--- config.mk ---
export PLATFORM = sky130hd
export DESIGN_NAME = four_level_page_table_walker
export DESIGN_NICKNAME = d
export VERILOG_FILES = /design/src/rtl/ptw_pkg.sv /design/src/rtl/ptw_cfg.sv /design/src/rtl/ptw_step.sv /design/src/rtl/four_level_page_table_walker.sv
export SDC_FILE = /design/constraint.sdc
export NUM_CORES = 1
export LEC_CHECK = 0
export BUFFER_PORTS_ARGS = -buffer_cell sky130_fd_sc_hd__clkbuf_2
export CAP_MARGIN = 40
export CORE_UTILIZATION = 29
export CTS_CLUSTER_SIZE = 8
export DETAILED_ROUTE_END_ITERATION = 12
export SYNTH_ARGS = -nofsm -noshare
export SYNTH_HDL_FRONTEND = slang
export SYNTH_HIERARCHICAL = 1
export SYNTH_SLANG_ARGS = --single-unit
--- constraint.sdc ---
create_clock -name clk -period 7.2 [get_ports clk]
set_input_delay 0.36 -clock clk [delete_from_list [all_inputs] [get_ports clk]]
set_output_delay 0.36 -clock clk [all_outputs]
set_load 0.05 [all_outputs]
--- src/rtl/ptw_pkg.sv ---
package ptw_pkg;

  localparam int VaWidth    = 48;
  localparam int EntryWidth = 64;
  localparam int PaWidth    = 52;
  localparam int IdxWidth   = 9;

  typedef enum logic [1:0] {
    ST_READ     = 2'd0,
    ST_DONE     = 2'd1,
    ST_UNMAPPED = 2'd2,
    ST_BAD      = 2'd3
  } status_t;

  typedef enum logic {
    CMD_TRANSLATE = 1'b0,
    CMD_RESPONSE  = 1'b1
  } cmd_t;

  // Tables still to read after the awaited entry: 3 means the level-4 entry.
  localparam logic [1:0] LevelTop  = 2'd3;
  localparam logic [1:0] LevelHuge = 2'd1;
  localparam logic [1:0] LevelLeaf = 2'd0;

  localparam int PresentBit = 0;
  localparam int HugeBit    = 7;

  typedef struct packed {
    logic               busy;
    logic [1:0]         level;
    logic [VaWidth-1:0] saved_va;
  } walk_state_t;

  typedef struct packed {
    status_t            status;
    logic [PaWidth-1:0] read_addr;
    logic [PaWidth-1:0] phys_addr;
  } walk_result_t;

  function automatic logic [IdxWidth-1:0] table_index(input logic [VaWidth-1:0] va,
                                                      input logic [1:0] lvl);
    logic [IdxWidth-1:0] idx;
    case (lvl)
      2'd3:    idx = va[47:39];
      2'd2:    idx = va[38:30];
      2'd1:    idx = va[29:21];
      default: idx = va[20:12];
    endcase
    return idx;
  endfunction

endpackage

--- src/rtl/ptw_cfg.sv ---
module ptw_cfg (
  input  logic                        clk,
  input  logic                        rst,
  input  logic                        psel,
  input  logic                        penable,
  input  logic                        pwrite,
  input  logic [3:0]                  paddr,
  input  logic [63:0]                 pwdata,
  output logic [63:0]                 prdata,
  output logic                        pready,
  output logic [ptw_pkg::PaWidth-1:0] root_table_base
);
  import ptw_pkg::*;

  logic sel_root;

  // Register i sits at byte address 8*i; only index 0 exists.
  assign sel_root = (paddr[3] == 1'b0);
  assign pready   = 1'b1;

  always_ff @(posedge clk) begin
    if (rst) begin
      root_table_base <= '0;
    end else if (psel && penable && pwrite && pready && sel_root) begin
      root_table_base <= pwdata[PaWidth-1:0];
    end
  end

  always_comb begin
    prdata = '0;
    if (sel_root) begin
      prdata = {{(64-PaWidth){1'b0}}, root_table_base};
    end
  end

endmodule

--- src/rtl/ptw_step.sv ---
module ptw_step (
  input  logic                           cmd,
  input  logic [ptw_pkg::VaWidth-1:0]    virt_addr,
  input  logic [ptw_pkg::EntryWidth-1:0] table_entry,
  input  logic [ptw_pkg::PaWidth-1:0]    root_table_base,
  input  ptw_pkg::walk_state_t           cur,
  output ptw_pkg::walk_state_t           nxt,
  output ptw_pkg::walk_result_t          res
);
  import ptw_pkg::*;

  logic [39:0] frame;
  logic [1:0]  level_dec;

  assign frame     = table_entry[51:12];
  assign level_dec = cur.level - 2'd1;

  always_comb begin
    nxt           = cur;
    res.status    = ST_BAD;
    res.read_addr = '0;
    res.phys_addr = '0;
    if (cmd == CMD_TRANSLATE) begin
      if (!cur.busy) begin
        nxt.busy      = 1'b1;
        nxt.level     = LevelTop;
        nxt.saved_va  = virt_addr;
        res.status    = ST_READ;
        res.read_addr = {root_table_base[51:12], table_index(virt_addr, LevelTop), 3'b000};
      end
    end else if (cur.busy) begin
      if (!table_entry[PresentBit]) begin
        res.status = ST_UNMAPPED;
        nxt.busy   = 1'b0;
        nxt.level  = LevelLeaf;
      end else if (cur.level == LevelHuge && table_entry[HugeBit]) begin
        // 2 MiB page: frame comes from entry bits 51..21.
        res.status    = ST_DONE;
        res.phys_addr = {table_entry[51:21], cur.saved_va[20:0]};
        nxt.busy      = 1'b0;
        nxt.level     = LevelLeaf;
      end else if (cur.level == LevelLeaf) begin
        res.status    = ST_DONE;
        res.phys_addr = {frame, cur.saved_va[11:0]};
        nxt.busy      = 1'b0;
      end else begin
        res.status    = ST_READ;
        res.read_addr = {frame, table_index(cur.saved_va, level_dec), 3'b000};
        nxt.level     = level_dec;
      end
    end
  end

endmodule

--- src/rtl/four_level_page_table_walker.sv ---
// Four-level page table walker for 48-bit virtual addresses.
// Input stream (s_*): s_tuser is the command (0 = translate, 1 = memory read
// response); s_tdata carries the virtual address and the 64-bit table entry.
// Output stream (m_*): one result per input item. m_tuser is the status
// (read request, translated, not mapped, unexpected item); m_tdata carries
// the address of the next entry to read and the translated physical address.
// The user issues a read for each read request and feeds the entry back as a
// response item; a walk takes up to four responses.
// The root table base is written through the APB port at address 0, by the
// user only while no item is in flight; the walker does not enforce this.
// Each item passes an input register and then a result register; result
// valid rises once the item leaves the input register. One item is accepted
// per cycle sustained while m_tready stays high. When the receiver stalls,
// the result register holds; an empty input register still takes an item,
// and s_tready is low while it is full. Synchronous reset empties both
// registers and leaves the walker idle with a zero root base.
module four_level_page_table_walker (
  input  logic         clk,
  input  logic         rst,
  input  logic         s_tvalid,
  output logic         s_tready,
  input  logic [111:0] s_tdata,  // [47:0] virt_addr, [111:48] table_entry
  input  logic         s_tuser,  // [0] cmd
  output logic         m_tvalid,
  input  logic         m_tready,
  output logic [103:0] m_tdata,  // [51:0] read_addr, [103:52] phys_addr
  output logic [1:0]   m_tuser,  // [1:0] status
  input  logic         psel,
  input  logic         penable,
  input  logic         pwrite,
  input  logic [3:0]   paddr,
  input  logic [63:0]  pwdata,
  output logic [63:0]  prdata,
  output logic         pready
);
  import ptw_pkg::*;

  logic                  in_valid;
  logic                  in_cmd;
  logic [VaWidth-1:0]    in_va;
  logic [EntryWidth-1:0] in_entry;
  logic                  advance;
  logic [PaWidth-1:0]    root_table_base;
  walk_state_t           walk;
  walk_state_t           walk_next;
  walk_result_t          step_res;
  walk_result_t          result;

  ptw_cfg u_cfg (
    .clk             (clk),
    .rst             (rst),
    .psel            (psel),
    .penable         (penable),
    .pwrite          (pwrite),
    .paddr           (paddr),
    .pwdata          (pwdata),
    .prdata          (prdata),
    .pready          (pready),
    .root_table_base (root_table_base)
  );

  ptw_step u_step (
    .cmd             (in_cmd),
    .virt_addr       (in_va),
    .table_entry     (in_entry),
    .root_table_base (root_table_base),
    .cur             (walk),
    .nxt             (walk_next),
    .res             (step_res)
  );

  assign advance  = in_valid && (!m_tvalid || m_tready);
  assign s_tready = !in_valid || advance;

  always_ff @(posedge clk) begin
    if (rst) begin
      in_valid <= 1'b0;
    end else if (s_tvalid && s_tready) begin
      in_valid <= 1'b1;
    end else if (advance) begin
      in_valid <= 1'b0;
    end
  end

  always_ff @(posedge clk) begin
    if (s_tvalid && s_tready) begin
      in_cmd   <= s_tuser;
      in_va    <= s_tdata[47:0];
      in_entry <= s_tdata[111:48];
    end
  end

  // Walk state moves when the item leaves the input register, in item order.
  always_ff @(posedge clk) begin
    if (rst) begin
      m_tvalid <= 1'b0;
      walk     <= '0;
    end else if (advance) begin
      m_tvalid <= 1'b1;
      walk     <= walk_next;
    end else if (m_tready) begin
      m_tvalid <= 1'b0;
    end
  end

  always_ff @(posedge clk) begin
    if (advance) begin
      result <= step_res;
    end
  end

  assign m_tuser = result.status;
  assign m_tdata = {result.phys_addr, result.read_addr};

  a_read_keeps_busy: assert property (@(posedge clk) disable iff (rst)
    (advance && step_res.status == ST_READ) |=> walk.busy)
    else $error("read request issued but walker went idle");

  a_end_clears_busy: assert property (@(posedge clk) disable iff (rst)
    (advance && (step_res.status == ST_DONE || step_res.status == ST_UNMAPPED))
      |=> !walk.busy)
    else $error("walk ended but walker still busy");

  a_idle_level_zero: assert property (@(posedge clk) disable iff (rst)
    !walk.busy |-> (walk.level == LevelLeaf))
    else $error("idle walker holds a nonzero level");

  a_phys_zero: assert property (@(posedge clk) disable iff (rst)
    (m_tvalid && result.status != ST_DONE) |-> (result.phys_addr == '0))
    else $error("physical address set without translation");

  a_read_zero: assert property (@(posedge clk) disable iff (rst)
    (m_tvalid && result.status != ST_READ) |-> (result.read_addr == '0))
    else $error("read address set without read request");

  a_no_drop: assert property (@(posedge clk) disable iff (rst)
    (in_valid && !advance) |=> in_valid)
    else $error("pending input item lost");

endmodule
# == Word-level counts from Yosys, hierarchy flattened ==
# Index checks and enable logic that the tools add are counted.
# Widths: inputs -> output; s select.
# classes
n_mux,24
eq_ne,7
bitwise,3
addsub,1
reduce_logical,16
# op_table
operator,n
$mux 52,5
$mux 54,2
$mux 106,1
$mux 104,1
$mux 50,1
$pmux 9 s3,1
$mux 3,4
$logic_and 1x1->1,6
$mux 1,6
$mux 2,3
$reduce_and 3->1,2
$eq 2x1->1 const B,2
$eq 2x2->1 const B,2
$ne 4x3->1 const B,1
$reduce_and 4->1,1
$reduce_bool 2->1,2
$not 1->1,3
$logic_not 1->1,2
$logic_not 2->1,1
$logic_or 1x1->1,2
$ne 2x1->1 const B,1
$ne 2x2->1 const B,1
$sub 2x1->2 const B,1
# word_totals
ff_bits,312
elab_cells,63
out_inout_bits,173

# == Logic depth before layout (Yosys ltp) ==
# Gate-level depths: netlist of run 1.
# logic_depth
word_depth,8
mapped_depth,8

# == By module ==
# Netlist of run 1, hierarchy kept.
# modules_own_cells
mod,seq_area_each_um2,area_per_inst_um2,cells_each,instances
four_level_page_table_walker,7637.3,8944.8,450,1
ptw_cfg,1041.0,2829.0,298,1
ptw_step,0.0,1881.8,328,1

# == Worst setup path after synthesis of run 1 ==
# No wires, ideal clock.
# synth_path
kind,flip-flop to flip-flop
start,register m_tvalid
end,"register in_cmd, enable pin"
t_arrival_ps,6156
stages_incl_launch_ff,3
path_buffers,0
setup_ps,622
setup_slack_ps,422
cell_sequence,dfxtp_1 > nor2b_4 > a21oi_1
# synth_via
elab_chain_cells,5
# synth_lines
item,line_no,text
from (decl),four_level_page_table_walker.sv:24,"output logic m_tvalid,"
from (signal assigned),four_level_page_table_walker.sv:96,m_tvalid <= 1'b0;
from (signal assigned),four_level_page_table_walker.sv:99,m_tvalid <= 1'b1;
from (signal assigned),four_level_page_table_walker.sv:102,m_tvalid <= 1'b0;
$logic_not 1->1,four_level_page_table_walker.sv:72,assign advance = in_valid && (!m_tvalid || m_tready);
$logic_or 1x1->1,four_level_page_table_walker.sv:72,
$logic_and 1x1->1,four_level_page_table_walker.sv:72,
$logic_or 1x1->1,four_level_page_table_walker.sv:73,assign s_tready = !in_valid || advance;
$logic_and 1x1->1,four_level_page_table_walker.sv:86,if (s_tvalid && s_tready) begin
to (signal assigned),four_level_page_table_walker.sv:87,in_cmd <= s_tuser;
to (decl),four_level_page_table_walker.sv:39,logic in_cmd;
# No other way between the ends.
# A chain may end at the register's enable or synchronous reset.

# == Worst setup path in the final report of run 1 ==
# layout_path
start,register in_cmd
end,register walk[28] (netlist bit)
# layout_via
elab_chain_cells,2
# layout_lines
item,line_no,text
$not 1->1 (no line),n/a,
$reduce_and 3->1 (no line),n/a,
to (signal assigned),four_level_page_table_walker.sv:100,walk <= walk_next;
to (decl),four_level_page_table_walker.sv:44,walk_state_t walk;
# No other way between the ends.

==> metrics.csv, run 1 <==
metric,value,unit
syn_area,0.0127,mm2
crit_arrival,2.91,ns
grt_overflow,0,
synthCells,1024,
status,"complete, no violations",
fin_cells,2029,
cts_setup_buffers,0,
track_usage,15.0,%
routabilityCongestion,0.767,
wl_per_cell,16.9,um
power_switching,1050,uW
intPower,3190,uW
first_pass_iters,5,
grt_pass1_vias,8862,
cp_max_fo,42,
max_freq,409,MHz
postCtsHoldBufs,90,
cts_tree,done,
postRouteAntennaNets,0,
hold_viol,0,
nNetsFinal,1599,
finalClockSkew,0.0159,ns
slew_viol_final,0,
dp.cells,1861,
die_y,212,um
cp_slowest_stage_delay,0.66,ns
period_share,33.9,%
core,0.0432,mm2
rows,76,
ys_warn_count,6,
layout-drive-gt1-share,27.2,%
setup_viol,0,
antenna_found_initial,1,
irDropWorstVdd,0.147,mV
syn_area_per_cell,12.4,um2
design_area,0.0168,mm2
post_drt_via_cell_ratio,4.38,
power_leakage,0.00669,uW
p_sw_share,24.8,%
period_needed,2.44,ns
die_w,212,um
ctsResizeCount,0,
numClockSinks,297,
grt_max_degree,93,
rsz0062_at_grt,false,
crit_path_top_delay_cell,nor2_4,
clk_latency,0.54,ns
criticalPathCategory,reg -> reg,
powerDensity,251,mW/mm2
placed_area,0.0147,mm2
hp-class,in -> reg,
htreeDepth,2,
n_fill_cell,4238,
initial_utilization,29.5,%
worst_setup_path_start_kind,register,
timing.max_slew.rel_slack,41.9,%
cts_root_buf,clkbuf_16,
cts_buffer_depth,3,
syn_to_final_growth,32.2,%
portBuffers,310,
worstMarginPinSlew,0.871,ns
grt_pass1_wl,51.1,mm
drt_first_iter_violations,531,
drv_cap,0,
crit_top_cell,nand2_1,
wl,34.4,mm
numCtsBuffers,43,
cp.required,7.67,ns
die_area,0.0448,mm2
r2r_slack,4.76,ns
pwr-share-comb,10.2,%
vias,8891,
clk_pin_slew,0.05,ns
total_power,4240,uW
hpwl,21.7,mm
tns,0,ns
cp_cell_sequence,"nor2_4, buf_4, buf_12, nand2_1, nand2_1, nand2b_1, mux2i_1",
pin_count,361,
drc,0,
seq_power_share,45.9,%
cp-end-kind,register,
fin_util,39.0,%
clkPwrFrac,43.9,%
sequential cells by signal, indices dropped and copies added (netlist names), 2 cells and up:
name,count
m_tuser,2
m_tdata,104
in_entry,42
u_cfg/root_table_base,52
walk,46
in_va,48
cell type report:
type | instances | area [um2] | area share, %
Timing Repair Buffer | 415 | 2640 | 15.7
Antenna cell | 1 | 2.50 | 0.0149
Sequential cell | 297 | 7920 | 47.0
Tap cell | 585 | 732 | 4.34
Multi-Input combinational cell | 650 | 4310 | 25.6
Clock buffer | 76 | 1220 | 7.24
Clock inverter | 1 | 8.76 | 0.0520
Inverter | 4 | 15.0 | 0.0891
worst max-delay path: cells and delay by family, from the launching register on:
| family | cells | cell delay (ns) |
|---|---|---|
| buffers and inverters | 2 | 0.79 |
| and+or+nand+nor | 4 | 0.90 |
| DFF | 1 | 0.53 |
| muxes | 1 | 0.12 |
stage by stage:
| stage | hold slack (ns) | setup WS (ns) |
|---|---|---|
| after floorplan | 0.444 | 1.52 |
| after global placement | 0.455 | 4.60 |
| after detailed placement | 0.460 | 4.55 |
| after CTS | 0.000846 | 4.70 |
| after global routing | 0.00468 | 4.53 |
| final | 0.0415 | 4.76 |
path summary, 6_finish.rpt:
kind / start / endpoint / cells after the start
max: in_cmd$_DFFE_PP_ / walk[28]$_SDFFE_PP0P_ / 7
min: s_tdata[86] / in_entry[38]$_DFFE_PP_ / 1
max reg2reg: in_cmd$_DFFE_PP_ / walk[28]$_SDFFE_PP0P_ / 7
min reg2reg: u_cfg/root_table_base[0]$_SDFFE_PP0P_ / u_cfg/root_table_base[0]$_SDFFE_PP0P_ / 2
placed cells by master (no fill, tap or decap), types with 4 or more instances in the layout:
cell,count
nor2b_1,50
mux4_2,4
clkbuf_16,43
nand2_1,136
clkbuf_1,31
inv_1,4
nor2_1,13
dfxtp_1,100
conb_1,16
clkbuf_2,309
buf_4,12
mux2_2,5
a22o_1,44
a22oi_1,14
edfxtp_1,197
dlygate4sd3_1,90
and2_1,43
nand2b_1,197
o21ai_0,7
mux2i_1,98
power by group through the flow:
| stage | combinational, uW | sequential, uW | clock [uW] |
|---|---|---|---|
| floorplan | 188 | 2060 | 0 |
| global placement | 385 | 1980 | 0 |
| detailed placement | 397 | 1980 | 0 |
| CTS | 437 | 1940 | 1930 |
| global route | 462 | 1950 | 1990 |
| finish | 432 | 1940 | 1860 |
per-layer routing:
metal	up-vias	global-route usage, %	share of wire, %	wire length (um)
li1	4248	-	-	-
met1	4307	19.3	45	15400
met2	275	24.6	47	16200
met3	61	3.07	5.5	1890
met4	0	5.82	2.6	887
met5	-	0	0	0
(Power assumes the default switching activity.)
==> run 2, diff against run 1 <==
Clock period 7.2 ns to 2.2 ns, I/O delays scaled along.
==> metrics.csv, run 2 (same netlist as run 1, synthesis figures left out) <==
metric,value,unit
cp_max_fo,12,
status,"complete, no violations",
design_area,0.0176,mm2
pin_count,361,
slew_viol_final,0,
grt_max_degree,81,
cts_buffer_depth,3,
postCtsHoldBufs,146,
first_pass_iters,5,
n_antenna_cell,0,
track_usage,15.4,%
portBuffers,310,
initial_utilization,29.5,%
antenna_found_initial,1,
cts_root_buf,clkbuf_16,
postRouteAntennaNets,0,
die_area,0.0448,mm2
numCtsBuffers,43,
rows,76,
finalClockSkew,0.0145,ns
dp_slack,0.451,ns
n_fill_cell,4131,
layout-drive-gt1-share,26.8,%
worst_setup_path_start_kind,register,
cts_setup_buffers,0,
htreeDepth,2,
criticalPathCategory,reg -> reg,
grt_pass1_wl,52.5,mm
drt_first_iter_violations,387,
numClockSinks,297,
ctsResizeCount,0,
max_freq,541,MHz
timing.max_slew.rel_slack,59.8,%
cp.required,2.68,ns
final_common_cell,clkbuf_2,
period_share,84.1,%
powerDensity,804,mW/mm2
layout_common_cells,"309 x clkbuf_2, 197 x nand2b_1, 197 x edfxtp_1, 146 x dlygate4sd3_1, 136 x nand2_1",
wl,34.8,mm
post_drt_via_cell_ratio,4.35,
die_w,212,um
nNetsFinal,1664,
multi_input_area,0.00431,mm2
power_leakage,0.00700,uW
hold_viol,0,
irDropWorstVdd,0.462,mV
hold_start,penable,
setup_viol,0,
crit_start,walk[49]$_SDFFE_PP0P_,
setup_ws,0.351,ns
die_y,212,um
syn_to_final_growth,37.9,%
crit_arrival,2.33,ns
hpwl,21.7,mm
period_needed,1.85,ns
grt_pass1_vias,9271,
placed_area,0.0148,mm2
rr_startpoint,walk[49]$_SDFFE_PP0P_,
drv_cap,0,
clk_pin_slew,0.05,ns
seq_area,0.00792,mm2
total_power,14100,uW
clk_latency,0.55,ns
largest_reg_flops,104,
hp-class,in -> reg,
rsz0062_at_grt,false,
core,0.0432,mm2
vias,9106,
routabilityCongestion,0.785,
grt_overflow,0,
drc,0,
cp-end-kind,register,
worstMarginPinSlew,0.603,ns
cts_tree,done,
wl_per_cell,16.7,um
[run 2: cell count changes in the layout (fill, tap and decap cells not counted)]
cell           previous run  this run
buf_16                    3         0
buf_12                    1        10
clkbuf_8                  2         1
dfxtp_1                 100        99
dlygate4sd3_1            90       146
dfxtp_4                   0         1
inv_6                     1         0
clkbuf_16                43        46
clkbuf_1                 31        29
diode_2                   1         0
buf_4                    12        15
[run 2: through the flow]
stage / util (%) / setup TNS (ns) / cells / hold slack (ns)
2_1_floorplan: - / -29.02 / 1037 / 0.209
3_3_place_gp: 34.4 / 0 / 1870 / 0.288
3_5_place_dp: 34.4 / 0 / 1870 / 0.289
4_1_cts: 40.7 / 0 / 2092 / 0.0354
5_1_grt: 40.7 / 0 / 2092 / 0.0597
6_report: 40.7 / 0 / 2092 / 0.0739
[run 2: path summary, 6_finish.rpt]
kind	slack, ns	end	depth (start not counted)
setup / recovery	0.35	walk[49]$_SDFFE_PP0P_	6
hold / removal	0.07	u_cfg/root_table_base[36]$_SDFFE_PP0P_	3
setup reg to reg	0.35	walk[49]$_SDFFE_PP0P_	6
hold reg to reg	0.47	u_cfg/root_table_base[11]$_SDFFE_PP0P_	2
[run 2: worst max-delay path: stages (launching register included)]
cell,delay (ns)
dfxtp_1,0.70
buf_4,0.27
inv_1,0.08
o21ai_0,0.22
a21boi_0,0.30
nand2b_1,0.09
mux2i_1,0.12
[run 2: final cells by class]
cell class / instances / area share [%]
clock buffers: 76 / 7.25
inverters: 4 / 0.0854
multi-input cells: 650 / 24.5
flip-flops and latches: 297 / 45.1
well taps: 585 / 4.16
repair buffers: 480 / 18.9
[run 2: report_power, final]
part | internal, uW | switching, uW
Sequential | 6220 | 136
Clock | 3870 | 2370
Combinational | 582 | 943
Total | 10700 | 3450
[run 2: routing by layer]
metal | up-vias | share of wire [%] | track usage (%)
li1 | 4384 | - | -
met1 | 4342 | 44 | 19.5
met2 | 325 | 47 | 25.5
met3 | 55 | 6.4 | 3.46
met4 | 0 | 2.4 | 5.67
met5 | - | 0 | 0
